<file path="src/design/dhcp_option_parser_defines.svh">
// ----------------------------------------------------------------------------
// DHCP option parser assertion macros
// Shared concurrent assertion wrappers; they compile away under SYNTHESIS.
// ----------------------------------------------------------------------------
`ifndef DHCP_OPTION_PARSER_DEFINES_SVH
`define DHCP_OPTION_PARSER_DEFINES_SVH

`ifndef SYNTHESIS

// Same-cycle implication, checked outside reset
`define DOP_ASSERT_IMP(lbl, ante, cons, msg) \
	lbl: assert property (@(posedge clk) disable iff (!arst_n) (ante) |-> (cons)) \
		else $error(msg);

// Next-cycle implication, checked outside reset
`define DOP_ASSERT_NXT(lbl, ante, cons, msg) \
	lbl: assert property (@(posedge clk) disable iff (!arst_n) (ante) |=> (cons)) \
		else $error(msg);

`else

`define DOP_ASSERT_IMP(lbl, ante, cons, msg)
`define DOP_ASSERT_NXT(lbl, ante, cons, msg)

`endif

`endif

</file>
<file path="src/design/dop_pkg.sv">
// ----------------------------------------------------------------------------
// DHCP option parser package
// Option codes, parse phase and status types, word slot decode.
// ----------------------------------------------------------------------------
`default_nettype none

package dop_pkg;

	// Option codes of interest
	localparam logic [7:0] CODE_PAD     = 8'd0;
	localparam logic [7:0] CODE_SUBNET  = 8'd1;
	localparam logic [7:0] CODE_ROUTER  = 8'd3;
	localparam logic [7:0] CODE_LEASE   = 8'd51;
	localparam logic [7:0] CODE_MSGTYPE = 8'd53;
	localparam logic [7:0] CODE_SERVER  = 8'd54;
	localparam logic [7:0] CODE_END     = 8'd255;

	// Bytes captured from a four-byte option
	localparam logic [2:0] WORD_BYTES = 3'd4;

	// Found-mask bit of the message type
	localparam int unsigned FOUND_TYPE_BIT = 4;

	// Record walker phase, one-hot
	typedef enum logic [3:0] {
		PH_CODE  = 4'b0001,
		PH_LEN   = 4'b0010,
		PH_VALUE = 4'b0100,
		PH_DONE  = 4'b1000
	} phase_t;

	// Result status
	typedef enum logic [1:0] {
		ST_END_CODE  = 2'd0,
		ST_NO_END    = 2'd1,
		ST_IN_RECORD = 2'd2
	} status_t;

	// Captured word slot for a four-byte option
	typedef struct packed {
		logic       hit;
		logic [1:0] idx;
	} slot_t;

	function automatic slot_t word_slot(input logic [7:0] code);
		slot_t s;
		s.hit = 1'b1;
		s.idx = 2'd0;
		unique case (code)
			CODE_SUBNET: s.idx = 2'd0;
			CODE_ROUTER: s.idx = 2'd1;
			CODE_SERVER: s.idx = 2'd2;
			CODE_LEASE:  s.idx = 2'd3;
			default:     s.hit = 1'b0;
		endcase
		return s;
	endfunction

endpackage

`default_nettype wire

</file>
<file path="src/design/dhcp_option_parser.sv">
// ----------------------------------------------------------------------------
// DHCP option parser
// Walks the code-length-value records of a DHCP options area and reports
// subnet mask, first router, server identifier, lease time and message type.
// ----------------------------------------------------------------------------
// One byte of the options area is taken per beat, one beat per cycle while
// in_stall is low. A beat is held in an input register, then the record
// walker updates its state and, on the end code or on the final byte of the
// area, loads the result register. The input side stalls only when a beat
// would make a result while the previous result is still held by a stalled
// output. Pad bytes are skipped, unknown options are skipped by their length,
// and bytes after the end code are ignored until last_byte; after last_byte
// all parse state returns to its reset value for the next area. A field that
// was not found reads as zero, and the found mask tells which fields are
// present.
`default_nettype none

`include "dhcp_option_parser_defines.svh"

module dhcp_option_parser (
	input  wire logic        clk,
	input  wire logic        arst_n,
	// Input byte channel
	input  wire logic        in_valid,
	output logic             in_stall,
	input  wire logic [7:0]  option_byte,
	input  wire logic        last_byte,
	// Result channel
	output logic             out_valid,
	input  wire logic        out_stall,
	output logic [31:0]      subnet_mask,
	output logic [31:0]      router_addr,
	output logic [31:0]      server_addr,
	output logic [31:0]      lease_seconds,
	output logic [7:0]       message_type,
	output logic [4:0]       found_mask,
	output logic [1:0]       parse_status
);

	// Input register
	logic       valid_s1;
	logic [7:0] byte_s1;
	logic       last_s1;

	// Parse state
	dop_pkg::phase_t phase_q;
	logic [7:0]      code_q;
	logic [7:0]      left_q;
	logic [2:0]      idx_q;
	logic [31:0]     acc_q;
	logic [31:0]     words_q [4];
	logic [7:0]      type_q;
	logic [4:0]      found_q;

	// Next state
	dop_pkg::phase_t phase_n;
	logic [7:0]      code_n;
	logic [7:0]      left_n;
	logic [2:0]      idx_n;
	logic [31:0]     acc_n;
	logic [31:0]     words_n [4];
	logic [7:0]      type_n;
	logic [4:0]      found_n;

	// Result register
	logic             out_valid_q;
	logic [31:0]      res_words_q [4];
	logic [7:0]       res_type_q;
	logic [4:0]       res_found_q;
	dop_pkg::status_t res_status_q;

	dop_pkg::slot_t   slot;
	logic             emit_end;
	logic             emit_last;
	logic             emit;
	dop_pkg::status_t status_n;
	logic             out_hold;
	logic             advance;
	logic             accept;

	// Handshake: a beat moves on unless it makes a result that cannot be stored
	assign out_hold = out_valid_q && out_stall;
	assign advance  = valid_s1 && (!emit || !out_hold);
	assign in_stall = valid_s1 && !advance;
	assign accept   = in_valid && !in_stall;

	assign slot = dop_pkg::word_slot(code_q);

	// Record walker
	always_comb begin
		phase_n  = phase_q;
		code_n   = code_q;
		left_n   = left_q;
		idx_n    = idx_q;
		acc_n    = acc_q;
		words_n  = words_q;
		type_n   = type_q;
		found_n  = found_q;
		emit_end = 1'b0;
		unique case (phase_q)
			dop_pkg::PH_CODE: begin
				if (byte_s1 == dop_pkg::CODE_END) begin
					emit_end = 1'b1;
					phase_n  = dop_pkg::PH_DONE;
				end else if (byte_s1 != dop_pkg::CODE_PAD) begin
					code_n  = byte_s1;
					phase_n = dop_pkg::PH_LEN;
				end
			end
			dop_pkg::PH_LEN: begin
				left_n  = byte_s1;
				idx_n   = 3'd0;
				acc_n   = 32'd0;
				phase_n = (byte_s1 == 8'd0) ? dop_pkg::PH_CODE : dop_pkg::PH_VALUE;
			end
			dop_pkg::PH_VALUE: begin
				// message type keeps its first occurrence
				if (idx_q == 3'd0 && code_q == dop_pkg::CODE_MSGTYPE &&
						!found_q[dop_pkg::FOUND_TYPE_BIT]) begin
					type_n = byte_s1;
					found_n[dop_pkg::FOUND_TYPE_BIT] = 1'b1;
				end
				// big-endian assembly of the first four value bytes
				if (idx_q < dop_pkg::WORD_BYTES) begin
					acc_n = {acc_q[23:0], byte_s1};
					idx_n = idx_q + 3'd1;
					if (idx_n == dop_pkg::WORD_BYTES && slot.hit) begin
						words_n[slot.idx] = acc_n;
						found_n[slot.idx] = 1'b1;
					end
				end
				left_n = left_q - 8'd1;
				if (left_q == 8'd1) begin
					phase_n = dop_pkg::PH_CODE;
					left_n  = 8'd0;
					idx_n   = 3'd0;
					acc_n   = 32'd0;
				end
			end
			dop_pkg::PH_DONE: begin
				// trailing bytes ignored
			end
			default: begin
				phase_n = dop_pkg::PH_CODE;
			end
		endcase
	end

	// Result decision
	assign emit_last = last_s1 && !emit_end && (phase_n != dop_pkg::PH_DONE);
	assign emit      = emit_end || emit_last;

	always_comb begin
		priority if (emit_end) begin
			status_n = dop_pkg::ST_END_CODE;
		end else if (phase_n == dop_pkg::PH_CODE) begin
			status_n = dop_pkg::ST_NO_END;
		end else begin
			status_n = dop_pkg::ST_IN_RECORD;
		end
	end

	// Input register
	always_ff @(posedge clk or negedge arst_n) begin
		if (!arst_n) begin
			valid_s1 <= 1'b0;
		end else if (accept) begin
			valid_s1 <= 1'b1;
		end else if (advance) begin
			valid_s1 <= 1'b0;
		end
	end

	always_ff @(posedge clk) begin
		if (accept) begin
			byte_s1 <= option_byte;
			last_s1 <= last_byte;
		end
	end

	// Parse state; the final byte of an area returns everything to reset
	always_ff @(posedge clk or negedge arst_n) begin
		if (!arst_n) begin
			phase_q <= dop_pkg::PH_CODE;
			code_q  <= 8'd0;
			left_q  <= 8'd0;
			idx_q   <= 3'd0;
			acc_q   <= 32'd0;
			words_q <= '{default: 32'd0};
			type_q  <= 8'd0;
			found_q <= 5'd0;
		end else if (advance) begin
			if (last_s1) begin
				phase_q <= dop_pkg::PH_CODE;
				code_q  <= 8'd0;
				left_q  <= 8'd0;
				idx_q   <= 3'd0;
				acc_q   <= 32'd0;
				words_q <= '{default: 32'd0};
				type_q  <= 8'd0;
				found_q <= 5'd0;
			end else begin
				phase_q <= phase_n;
				code_q  <= code_n;
				left_q  <= left_n;
				idx_q   <= idx_n;
				acc_q   <= acc_n;
				words_q <= words_n;
				type_q  <= type_n;
				found_q <= found_n;
			end
		end
	end

	// Result register
	always_ff @(posedge clk or negedge arst_n) begin
		if (!arst_n) begin
			out_valid_q <= 1'b0;
		end else if (advance && emit) begin
			out_valid_q <= 1'b1;
		end else if (!out_stall) begin
			out_valid_q <= 1'b0;
		end
	end

	always_ff @(posedge clk) begin
		if (advance && emit) begin
			res_words_q  <= words_n;
			res_type_q   <= type_n;
			res_found_q  <= found_n;
			res_status_q <= status_n;
		end
	end

	assign out_valid     = out_valid_q;
	assign subnet_mask   = res_words_q[0];
	assign router_addr   = res_words_q[1];
	assign server_addr   = res_words_q[2];
	assign lease_seconds = res_words_q[3];
	assign message_type  = res_type_q;
	assign found_mask    = res_found_q;
	assign parse_status  = res_status_q;

	// Checks
	`DOP_ASSERT_IMP(a_value_has_bytes, phase_q == dop_pkg::PH_VALUE, left_q != 8'd0, "value phase with no bytes left")
	`DOP_ASSERT_IMP(a_idx_range, 1'b1, idx_q <= dop_pkg::WORD_BYTES, "value index past word")
	`DOP_ASSERT_NXT(a_area_reset, advance && last_s1, phase_q == dop_pkg::PH_CODE && found_q == 5'd0, "state not cleared after area end")
	`DOP_ASSERT_IMP(a_type_zero, out_valid_q && !res_found_q[dop_pkg::FOUND_TYPE_BIT], res_type_q == 8'd0, "message type set without found bit")
	`DOP_ASSERT_IMP(a_no_overwrite, valid_s1 && emit && out_hold, in_stall && !advance, "result would overwrite a held result")

endmodule

`default_nettype wire
</file>
<file path="config.mk">
export PLATFORM = sky130hd
export DESIGN_NAME = dhcp_option_parser
export DESIGN_NICKNAME = d
export VERILOG_FILES = /design/src/design/dop_pkg.sv /design/src/design/dhcp_option_parser.sv
export VERILOG_INCLUDE_DIRS = /design/src /design/src/design
export SDC_FILE = /design/constraint.sdc
export NUM_CORES = 1
export LEC_CHECK = 0
export BUFFER_PORTS_ARGS = -buffer_cell sky130_fd_sc_hd__buf_2
export CORE_AREA = 3 3 196 150
export DETAILED_ROUTE_END_ITERATION = 8
export DIE_AREA = 0 0 199 153
export PLACE_DENSITY = 0.85
export SKIP_CTS_REPAIR_TIMING = 1
export SLEW_MARGIN = 10
export SYNTH_ARGS = -nofsm -noshare
export SYNTH_HDL_FRONTEND = slang
export SYNTH_SLANG_ARGS = --single-unit
</file>
<file path="constraint.sdc">
create_clock -name clk -period 8.7 [get_ports clk]
set_input_delay 0.435 -clock clk [delete_from_list [all_inputs] [get_ports clk]]
set_output_delay 0.435 -clock clk [all_outputs]
set_load 0.02 [all_outputs]
</file>
==> results of run 1 <==
final cells by class:
| cell class | instances | area, um2 |
|---|---|---|
| fill | 2087 | 11560 |
| sequential | 342 | 9320 |
| multi-input combinational | 580 | 4367 |
| timing repair buffer | 176 | 937.1 |
| clock buffer | 44 | 918.4 |
| tap | 357 | 446.7 |
| clock inverter | 18 | 187.7 |
| inverter | 11 | 41.29 |
| antenna | 1 | 2.502 |
per-stage QoR:
step	hold WS (ns)	worst slack, ns	utilization, %	cells
2_1_floorplan	0.1394	2.774	-	1004
3_3_place_gp	0.4651	5.386	54.39	1466
3_5_place_dp	0.4681	5.262	54.39	1466
4_1_cts	0.05376	5.261	58.37	1528
5_1_grt	0.06596	5.038	58.37	1528
6_report	0.02109	5.188	58.38	1529
power by group:
part           total (mW)  internal [mW]  switching [mW]  leakage (nW)
Sequential           1.80           1.75          0.0498          4.09
Combinational       0.265         0.0781           0.187          2.32
Clock                1.45          0.844           0.609         0.548
Total                3.52           2.67           0.845          6.96
cells by family after synthesis:
kind of cell / Yosys count / synth area share (%)
simple gates: 237 / 7.502
flops: 342 / 66.21
xor+xnor: 3 / 0.1867
compound gates: 206 / 11.90
fa+ha+maj: 5 / 0.4444
mux: 129 / 10.79
buf+inv: 82 / 2.969
critical path, delay by kind of cell, from the launching register on:
| family | cells | cell delay [ns] |
|---|---|---|
| buf+inv | 2 | 0.44 |
| fa+ha+maj | 1 | 0.17 |
| compound gates | 2 | 0.74 |
| simple gates | 3 | 1.57 |
| flops | 1 | 0.43 |
synth_stat cells, types with 2 or more instances:
library cell	n
nor2_1	31
nor4b_1	4
edfxtp_1	152
buf_4	10
a22oi_1	6
buf_2	34
mux2_2	110
nor3_1	7
xnor2_1	2
nand3_1	7
a21oi_1	13
o2bb2ai_1	144
or2_2	3
ha_1	5
a21o_1	3
mux2_4	18
a22o_1	3
o21ai_1	2
nand4_1	5
inv_1	10
o311ai_0	2
buf_6	4
clkbuf_1	22
or3_1	2
o21ai_0	18
nand2b_1	3
nor4_1	5
o21ai_2	3
or4b_1	3
nand2_1	157
dfrtp_1	189
cells in the final DEF, fill, tap and decap left out, drive strengths merged, types with 2 or more instances in the layout:
cell type and n:
nand3 7, dfrtp 189, clkbuf 45, bufinv 3, nor4 6, nor3 8, inv 13, mux2 128
or4b 4, a21oi 14, clkinv 13, nor2 31, nand2 158, o21ai 24, ha 5, o2bb2ai 144
a21o 3, nand2b 3, nand4 5, o311ai 2, xnor2 2, nor4b 5, buf 175, or2 3
or3 2, edfxtp 152, a22o 3, a22oi 6
worst paths after layout:
path | startpoint | to | slack, ns | cells after the start
hold / removal | arst_n | words_q[18] | 0.02 | 1
setup reg to reg | idx_q[2] | words_q[112] | 5.19 | 8
min in group clk | option_byte[5] | byte_s1[5] | 0.09 | 1
hold reg to reg | words_q[92] | words_q[92] | 0.49 | 1
setup / recovery | idx_q[2] | words_q[112] | 5.19 | 8
max in group asynchronous | arst_n | found_q[1] | 7.00 | 2
per-layer routing:
metal | part of all wire, % | wire length, um | vias to the layer above | global-route usage (%)
met5 | 0 | 0 | - | 0
met4 | 1.8 | 634 | 0 | 5.485
met3 | 9.5 | 3390 | 57 | 5.928
met2 | 45 | 16100 | 522 | 34.80
met1 | 43 | 15410 | 4739 | 34.41
li1 | - | - | 4038 | -
flip-flops by register name (all words and copies together), names as in the netlist:
signal,cells
server_addr,32
message_type,8
code_q,8
last_s1,1
found_mask,5
phase_q,4
words_q,128
valid_s1,1
subnet_mask,32
out_valid,1
byte_s1,8
router_addr,32
found_q,5
left_q,8
acc_q,24
idx_q,3
parse_status,2
type_q,8
lease_seconds,32
==> flow_summary.json, run 1 <==
{
  "vdd_drop_max_mv": 0.1376,
  "synth_area_leaders": "dfrtp_1 (34%), edfxtp_1 (32%), o2bb2ai_1 (9.0%), mux2_2 (8.8%), nand2_1 (4.2%)",
  "root_buffer": "clkbuf_16",
  "setup_tns_ns": 0,
  "worst-setup-path-type": "reg2reg",
  "cp_data_arrival_time_ns": 3.90,
  "place_congestion": 0.9057,
  "required_ns": 9.08,
  "finalPower_mw": 3.516,
  "cts.sinks": 342,
  "synth_cell_type_count": 58,
  "dp_hpwl_mm": 21.64,
  "relSlewSlack_pct": 25.06,
  "critPathSlowestCell": "nand2_2",
  "synth_nets": 1022,
  "worst_pin_slew_ns": 1.122,
  "worstHoldPathType": "in2async",
  "die_area_mm2": 0.03045,
  "dr.pass1.iters": 7,
  "yosys.area.top_type": "dfrtp_1",
  "path_cells": "inv_1 -> ha_1 -> or4b_1 -> nor3_1 -> nand2_2 -> a21o_1 -> buf_4 -> o2bb2ai_1",
  "final_antenna_net_count": 0,
  "p_per_area_mw_per_mm2": 216.7,
  "die_height_um": 153,
  "worst_setup_path_end_kind": "flop",
  "wl_mm": 35.53,
  "netlist_area_mm2": 0.01408,
  "cts_tree": "yes",
  "synth_seq_area_share_pct": 66.21,
  "synth-seq-cells": 342,
  "critPathMaxStageDelay_ns": 0.68,
  "core_mm2": 0.02779,
  "clock_latency_ns": 0.52,
  "syn_avg_cell_area_um2": 14.02,
  "htreeDepth": 2,
  "yosysTopAreaCellShare_pct": 33.60,
  "slew_viol_final": 0,
  "outcome": "finished clean",
  "fin_skew_ns": 0.02034,
  "fp.dieW_um": 199,
  "syn_inst": 1004,
  "gr-total-overflow": 0,
  "crit_fanout": 38,
  "clk_pin_slew_ns": 0.06,
  "grt_usage_pct": 23.21,
  "fin_nets": 1163,
  "avgRoutedWirePerCell_um": 23.24,
  "synth_edf_count": 152,
  "num_rows": 53,
  "portBuffers": 157,
  "max_freq_ghz": 0.2848,
  "route.detailed.drc": 0,
  "grt_start_max_net_pins": 103,
  "clock_path_buffers": 3,
  "area_growth_pct": 15.23,
  "start_kind": "flop",
  "cellLeakagePower_nw": 6.956,
  "synthFlopType": "dfrtp_1",
  "min_period_over_period_pct": 40.36,
  "grt_pass1_wl_mm": 55.03,
  "place_area_mm2": 0.01511,
  "synthArstFlopShare_pct": 55.56,
  "vias": 9356,
  "drv_cap": 0,
  "yosys_warnings": 0,
  "period_needed_ns": 3.512,
  "initial_utilization_pct": 50.66,
  "drt_iter0_drc": 1028,
  "drive_gt1_share_pct": 31.85,
  "numCtsBuffers": 34,
  "antenna_found_initial": 0,
  "report.final.setup_viol": 0,
  "grt_pass1_vias": 9361,
  "io_pins": 158,
  "routed_via_density": 6.119,
  "fin_area_mm2": 0.01622,
  "rsz0062_at_grt": "false",
  "hold_viol_final": 0
}
Power figures use the tool's default switching activity.
==> run 2: changes to the inputs <==
--- a/config.mk
+++ b/config.mk
@@ -6,10 +6,11 @@
 export SDC_FILE = /design/constraint.sdc
 export NUM_CORES = 1
 export LEC_CHECK = 0
+export ABC_AREA = 1
 export BUFFER_PORTS_ARGS = -buffer_cell sky130_fd_sc_hd__buf_2
-export CORE_AREA = 3 3 196 150
+export CORE_AREA = 3 3 203 155
 export DETAILED_ROUTE_END_ITERATION = 8
-export DIE_AREA = 0 0 199 153
+export DIE_AREA = 0 0 206 158
 export PLACE_DENSITY = 0.85
 export SKIP_CTS_REPAIR_TIMING = 1
 export SLEW_MARGIN = 10
==> constraint.sdc (replaced) <==
create_clock -name clk -period 3 [get_ports clk]
set_input_delay 0.15 -clock clk [delete_from_list [all_inputs] [get_ports clk]]
set_output_delay 0.15 -clock clk [all_outputs]
set_load 0.02 [all_outputs]
==> flow_summary.json, run 2 <==
{
  "antenna_found_initial": 0,
  "yosys.area_share.simple_pct": 28.89,
  "synthXorXnorAreaFrac_pct": 0.1749,
  "num_rows": 54,
  "drv_cap": 0,
  "synthArstFlopShare_pct": 55.56,
  "cellLeakagePower_nw": 8.505,
  "grt_start_max_net_pins": 139,
  "root_buffer": "clkbuf_16",
  "worst_setup_path_end_kind": "flop",
  "synth_cell_type_count": 36,
  "crit_fanout": 41,
  "grt_pass1_wl_mm": 63.31,
  "io_pins": 158,
  "synth-seq-cells": 342,
  "synth_top_family_by_area": "simple AND/OR/NAND/NOR gates",
  "netlist_area_mm2": 0.01502,
  "cts_tree": "yes",
  "syn_avg_cell_area_um2": 9.087,
  "period_needed_ns": 2.769,
  "worstHoldPathType": "in2async",
  "final_antenna_net_count": 0,
  "cp_common_cell": "nand2_1",
  "fillers": 2375,
  "top_usage_layer": "met2",
  "synth_nets": 1671,
  "layout_common_cells": "nand2_1 (663), nand3_1 (263), dfrtp_1 (189)",
  "antenna-diode-count": 0,
  "grt_pass1_vias": 11620,
  "finalPower_mw": 10.15,
  "grt_use_met1_pct": 36.56,
  "numCtsBuffers": 31,
  "avgRoutedWirePerCell_um": 18.47,
  "rr_worst_depth": 10,
  "yosys_warnings": 0,
  "cp.depth": 10,
  "setup_tns_ns": 0,
  "synthAdderAreaFrac_pct": 0.4165,
  "critPathSlowestCell": "nand2_2",
  "worst-setup-path-type": "reg2reg",
  "report.final.setup_viol": 0,
  "fp.dieW_um": 206,
  "cp-startpoint": "idx_q[0]",
  "dp_hpwl_mm": 25.85,
  "wl_mm": 40.63,
  "crit_family": "simple AND/OR/NAND/NOR gates",
  "yosys.area.top_type": "dfrtp_1",
  "clock_latency_ns": 0.57,
  "gr-total-overflow": 0,
  "initial_utilization_pct": 51.22,
  "path_cells": "ha_1 -> ha_1 -> nand4_1 -> nor2_2 -> buf_4 -> nand2_2 -> nand2_1 -> nand2_1 -> nand3_1 -> nand2_1",
  "portBuffers": 157,
  "synth_seq_area_share_pct": 62.05,
  "worst_pin_slew_ns": 1.011,
  "yosysTopAreaCellShare_pct": 31.49,
  "relSlewSlack_pct": 32.59,
  "rsz0062_at_grt": "false",
  "routed_via_density": 5.680,
  "min_period_over_period_pct": 92.29,
  "largest_reg_flops": 128,
  "area_growth_pct": 14.98,
  "regMostFlops": "words_q",
  "grt_usage_pct": 24.54,
  "htreeDepth": 1,
  "synth_compound_area_share_pct": 2.666,
  "hold_viol_final": 0,
  "final_common_cell": "nand2_1",
  "cp_data_arrival_time_ns": 3.21,
  "max_freq_ghz": 0.3612,
  "core_mm2": 0.02932,
  "drt_iter0_drc": 1687,
  "fin_skew_ns": 0.02916,
  "yosys.cell_count.top_type": "nand2_1",
  "vias": 12500,
  "dr.pass1.iters": 8,
  "r2r-end": "words_q[93]",
  "route.detailed.drc": 0,
  "vdd_drop_max_mv": 0.4361,
  "p_per_area_mw_per_mm2": 588.0,
  "fin_nets": 1801,
  "path_buf_inv": 1,
  "slew_viol_final": 0,
  "clk_pin_slew_ns": 0.07,
  "drive_gt1_share_pct": 14.27,
  "die_area_mm2": 0.03255,
  "place_congestion": 0.9050,
  "synth_edf_count": 152,
  "critPathCapture": "words_q[93]",
  "rr_startpoint": "idx_q[0]",
  "syn_inst": 1653,
  "synth_mux_area_share_pct": 0,
  "grt.met3_usage_pct": 5.694,
  "clock_path_buffers": 3,
  "synthFlopType": "dfrtp_1",
  "start_kind": "flop",
  "outcome": "finished clean",
  "required_ns": 3.44,
  "synthTopCellsByCount": "nand2_1 (665), nand3_1 (265), dfrtp_1 (189), edfxtp_1 (152), inv_1 (97)",
  "die_height_um": 158,
  "r2r_slack_ns": 0.23,
  "critPathMaxStageDelay_ns": 0.63,
  "grtUsageMet2_pct": 36.87,
  "synth_area_leaders": "dfrtp_1 (31%), edfxtp_1 (30%), nand2_1 (17%), nand3_1 (8.8%), inv_1 (2.4%)",
  "cts.sinks": 342
}
run 2: cell count changes after synthesis, moves of 11 or more:
cell       before  now
o21ai_1         2   42
inv_1          10   97
nand4_1         5   16
o2bb2ai_1     144    0
nand2_1       157  665
buf_1           1   13
nor2_1         31   52
a21oi_1        13    2
nand3_1         7  265
mux2_2        110    0
mux2_4         18    0
run 2: worst reg2reg max path, stage by stage, from the launching register on:
cell and delay (ns):
dfrtp_1 0.41, ha_1 0.18, ha_1 0.18, nand4_1 0.13, nor2_2 0.14, buf_4 0.46
nand2_2 0.64, nand2_1 0.26, nand2_1 0.11, nand3_1 0.08, nand2_1 0.07
run 2: cell families (layout without fill, tap and decap cells):
kind of cell | Yosys count | after routing
AND/OR/NAND/NOR | 1029 | 1029
AO/OA/AOI/OAI | 77 | 77
buffers and inverters | 197 | 352
XOR/XNOR | 3 | 3
adder cells (fa/ha/maj) | 5 | 5
flip-flops | 342 | 342
run 2: area by class of cell:
cell class / count / area, um2 / share of cell area (%)
multi-input combinational: 1114 / 4891 / 28.32
clock buffer: 45 / 900.9 / 5.216
clock inverter: 13 / 125.1 / 0.7245
tap: 392 / 490.5 / 2.840
timing repair buffer: 193 / 1157 / 6.701
inverter: 101 / 385.4 / 2.231
sequential: 342 / 9320 / 53.97
run 2: worst min-delay path by stage:
stage | slack (ns) | endpoint
3_5_place_dp | 0.28 | words_q[67]
2_1_floorplan | -0.15 | acc_q[0]
3_3_place_gp | 0.27 | words_q[67]
4_1_cts | -0.33 | words_q[67]
6_report | 0.23 | words_q[67]
5_1_grt | 0.29 | words_q[67]
run 2: where the power goes:
| group | internal [mW] | total [mW] | switching (mW) |
|---|---|---|---|
| registers | 5.06 | 5.17 | 0.110 |
| clock network | 2.26 | 4.00 | 1.74 |
| logic | 0.240 | 0.982 | 0.743 |
| total | 7.56 | 10.2 | 2.59 |
run 2: stage by stage:
stage	worst slack (ns)	utilization (%)	std cells	area [um2]	hold slack, ns
after floorplan	-0.8858	-	1653	15070	-0.1456
after global placement	0.5343	54.99	2130	16120	0.2749
after detailed placement	0.3730	54.99	2130	16120	0.2776
after CTS	0.3024	58.49	2188	17150	-0.3257
after global routing	0.01366	58.90	2200	17270	0.2879
final	0.2313	58.90	2200	17270	0.2299
run 2: layer usage:
layer	share of wire (%)	wire length, um	vias up
met1	42	17090	6013
met5	0	0	-
met3	12	4747	95
li1	-	-	5641
met4	2.4	981	0
met2	44	17810	747
==> run 3: changes to the inputs <==
--- a/config.mk
+++ b/config.mk
@@ -8,10 +8,11 @@
 export LEC_CHECK = 0
 export ABC_AREA = 1
 export BUFFER_PORTS_ARGS = -buffer_cell sky130_fd_sc_hd__buf_2
-export CORE_AREA = 3 3 203 155
+export CORE_AREA = 3 3 199 152
 export DETAILED_ROUTE_END_ITERATION = 8
-export DIE_AREA = 0 0 206 158
-export PLACE_DENSITY = 0.85
+export DIE_AREA = 0 0 202 155
+export HOLD_SLACK_MARGIN = 0.02
+export PLACE_DENSITY = 0.87
 export SKIP_CTS_REPAIR_TIMING = 1
 export SLEW_MARGIN = 10
 export SYNTH_ARGS = -nofsm -noshare
==> flow_summary.json, run 3 (synthesized netlist as in run 2, its figures left out) <==
{
  "die_height_um": 155,
  "drv_cap": 0,
  "avgRoutedWirePerCell_um": 18.61,
  "die_area_mm2": 0.03131,
  "wl_mm": 40.84,
  "portBuffers": 157,
  "initial_utilization_pct": 53.30,
  "path_cells": "ha_1 -> ha_1 -> nand4_1 -> nor2_2 -> buf_4 -> nand2_2 -> nand2_1 -> nand2_1 -> nand3_1 -> nand2_1",
  "power.share.clock_pct": 39.6,
  "cts.sinks": 342,
  "area_growth_pct": 15.24,
  "final_antenna_net_count": 0,
  "gr-total-overflow": 0,
  "switching_share_pct": 25.65,
  "power_frac_comb_pct": 9.8,
  "required_ns": 3.44,
  "critPathMaxStageDelay_ns": 0.61,
  "dp_slack_ns": 0.4582,
  "grt_pass1_wl_mm": 64.57,
  "numCtsBuffers": 31,
  "dr.pass1.iters": 7,
  "grt_usage_pct": 25.59,
  "critPathSlowestCell": "nand2_2",
  "clock_latency_ns": 0.56,
  "report.final.setup_viol": 0,
  "clock_path_buffers": 3,
  "fp.dieW_um": 202,
  "fin_nets": 1803,
  "layout_common_cells": "nand2_1 (663), nand3_1 (263), dfrtp_1 (189)",
  "timing.final.ws_setup_ns": 0.2988,
  "power_frac_seq_pct": 50.7,
  "drt_iter0_drc": 1864,
  "cp_data_arrival_time_ns": 3.14,
  "route.detailed.drc": 0,
  "outcome": "finished clean",
  "largest_reg_flops": 128,
  "drive_gt1_share_pct": 14.70,
  "rsz0062_at_grt": "false",
  "cts_tree": "yes",
  "antenna-diode-count": 0,
  "period_needed_ns": 2.701,
  "htreeDepth": 1,
  "num_rows": 53,
  "start_kind": "flop",
  "dp_hpwl_mm": 25.87,
  "worstHoldPathType": "in2async",
  "path_buf_inv": 1,
  "final_common_cell": "nand2_1",
  "p_per_area_mw_per_mm2": 588.9,
  "seq_area_mm2": 0.009320,
  "fin_skew_ns": 0.01557,
  "crit_family": "simple AND/OR/NAND/NOR gates",
  "cp_common_cell": "nand2_1",
  "worst_pin_slew_ns": 0.8370,
  "cellLeakagePower_nw": 8.525,
  "p_int_mw": 7.579,
  "io_pins": 158,
  "vias": 12600,
  "slew_viol_final": 0,
  "fillers": 2199,
  "max_freq_ghz": 0.3702,
  "cp-startpoint": "idx_q[0]",
  "place_congestion": 0.8777,
  "core_mm2": 0.02818,
  "clk_pin_slew_ns": 0.07,
  "p_sw_mw": 2.615,
  "antenna_found_initial": 1,
  "multi_input_area_mm2": 0.004891,
  "finalPower_mw": 10.19,
  "min_period_over_period_pct": 90.04,
  "vdd_drop_max_mv": 0.3794,
  "grt_start_max_net_pins": 99,
  "regMostFlops": "words_q",
  "root_buffer": "clkbuf_16",
  "grt_pass1_vias": 11880,
  "relSlewSlack_pct": 44.20,
  "hold_viol_final": 0,
  "crit_fanout": 41,
  "routed_via_density": 5.744,
  "rr_startpoint": "idx_q[0]",
  "worst-setup-path-type": "reg2reg",
  "worst_setup_path_end_kind": "flop"
}
-- run 3: path summary, 6_finish.rpt --
kind / to / slack [ns] / depth (start not counted)
max in group asynchronous: phase_q[0] / 1.87 / 3
min reg2reg: words_q[125] / 0.48 / 2
min: words_q[121] / 0.25 / 2
min in group clk: last_s1 / 0.30 / 2
max: words_q[95] / 0.30 / 10
max reg2reg: words_q[95] / 0.30 / 10
-- run 3: final cells by class --
type	instances	area share, %
Timing Repair Buffer	195	6.918
Sequential cell	342	53.85
Tap cell	385	2.783
Clock inverter	22	1.345
Clock buffer	35	4.626
Inverter	101	2.226
Multi-Input combinational cell	1114	28.26
-- run 3: power by group through the flow --
stage	Clock (mW)	Combinational, mW	Sequential [mW]
finish	4.03	0.995	5.17
global route	4.25	1.09	5.18
CTS	4.06	0.977	5.16
detailed placement	0	0.973	5.26
global placement	0	0.957	5.25
floorplan	0	0.532	5.36
-- run 3: stage by stage --
step	hold WS (ns)	area [um2]	TNS, ns	instances	util [%]
3_5_place_dp	0.3087	16160	0	2125	57.32
2_1_floorplan	-0.1456	15070	-126.67	1653	-
6_report	0.2523	17310	0	2194	61.42
4_1_cts	-0.2762	17190	0	2182	60.99
3_3_place_gp	0.3076	16160	0	2125	57.32
5_1_grt	0.3154	17310	0	2194	61.42
-- run 3: metal layers --
metal	routed length, um	vias to the layer above	track usage, %
li1	-	5635	-
met1	16530	6009	37.37
met2	18150	864	38.81
met3	5228	93	6.609
met4	915	2	6.208
met5	11	-	0
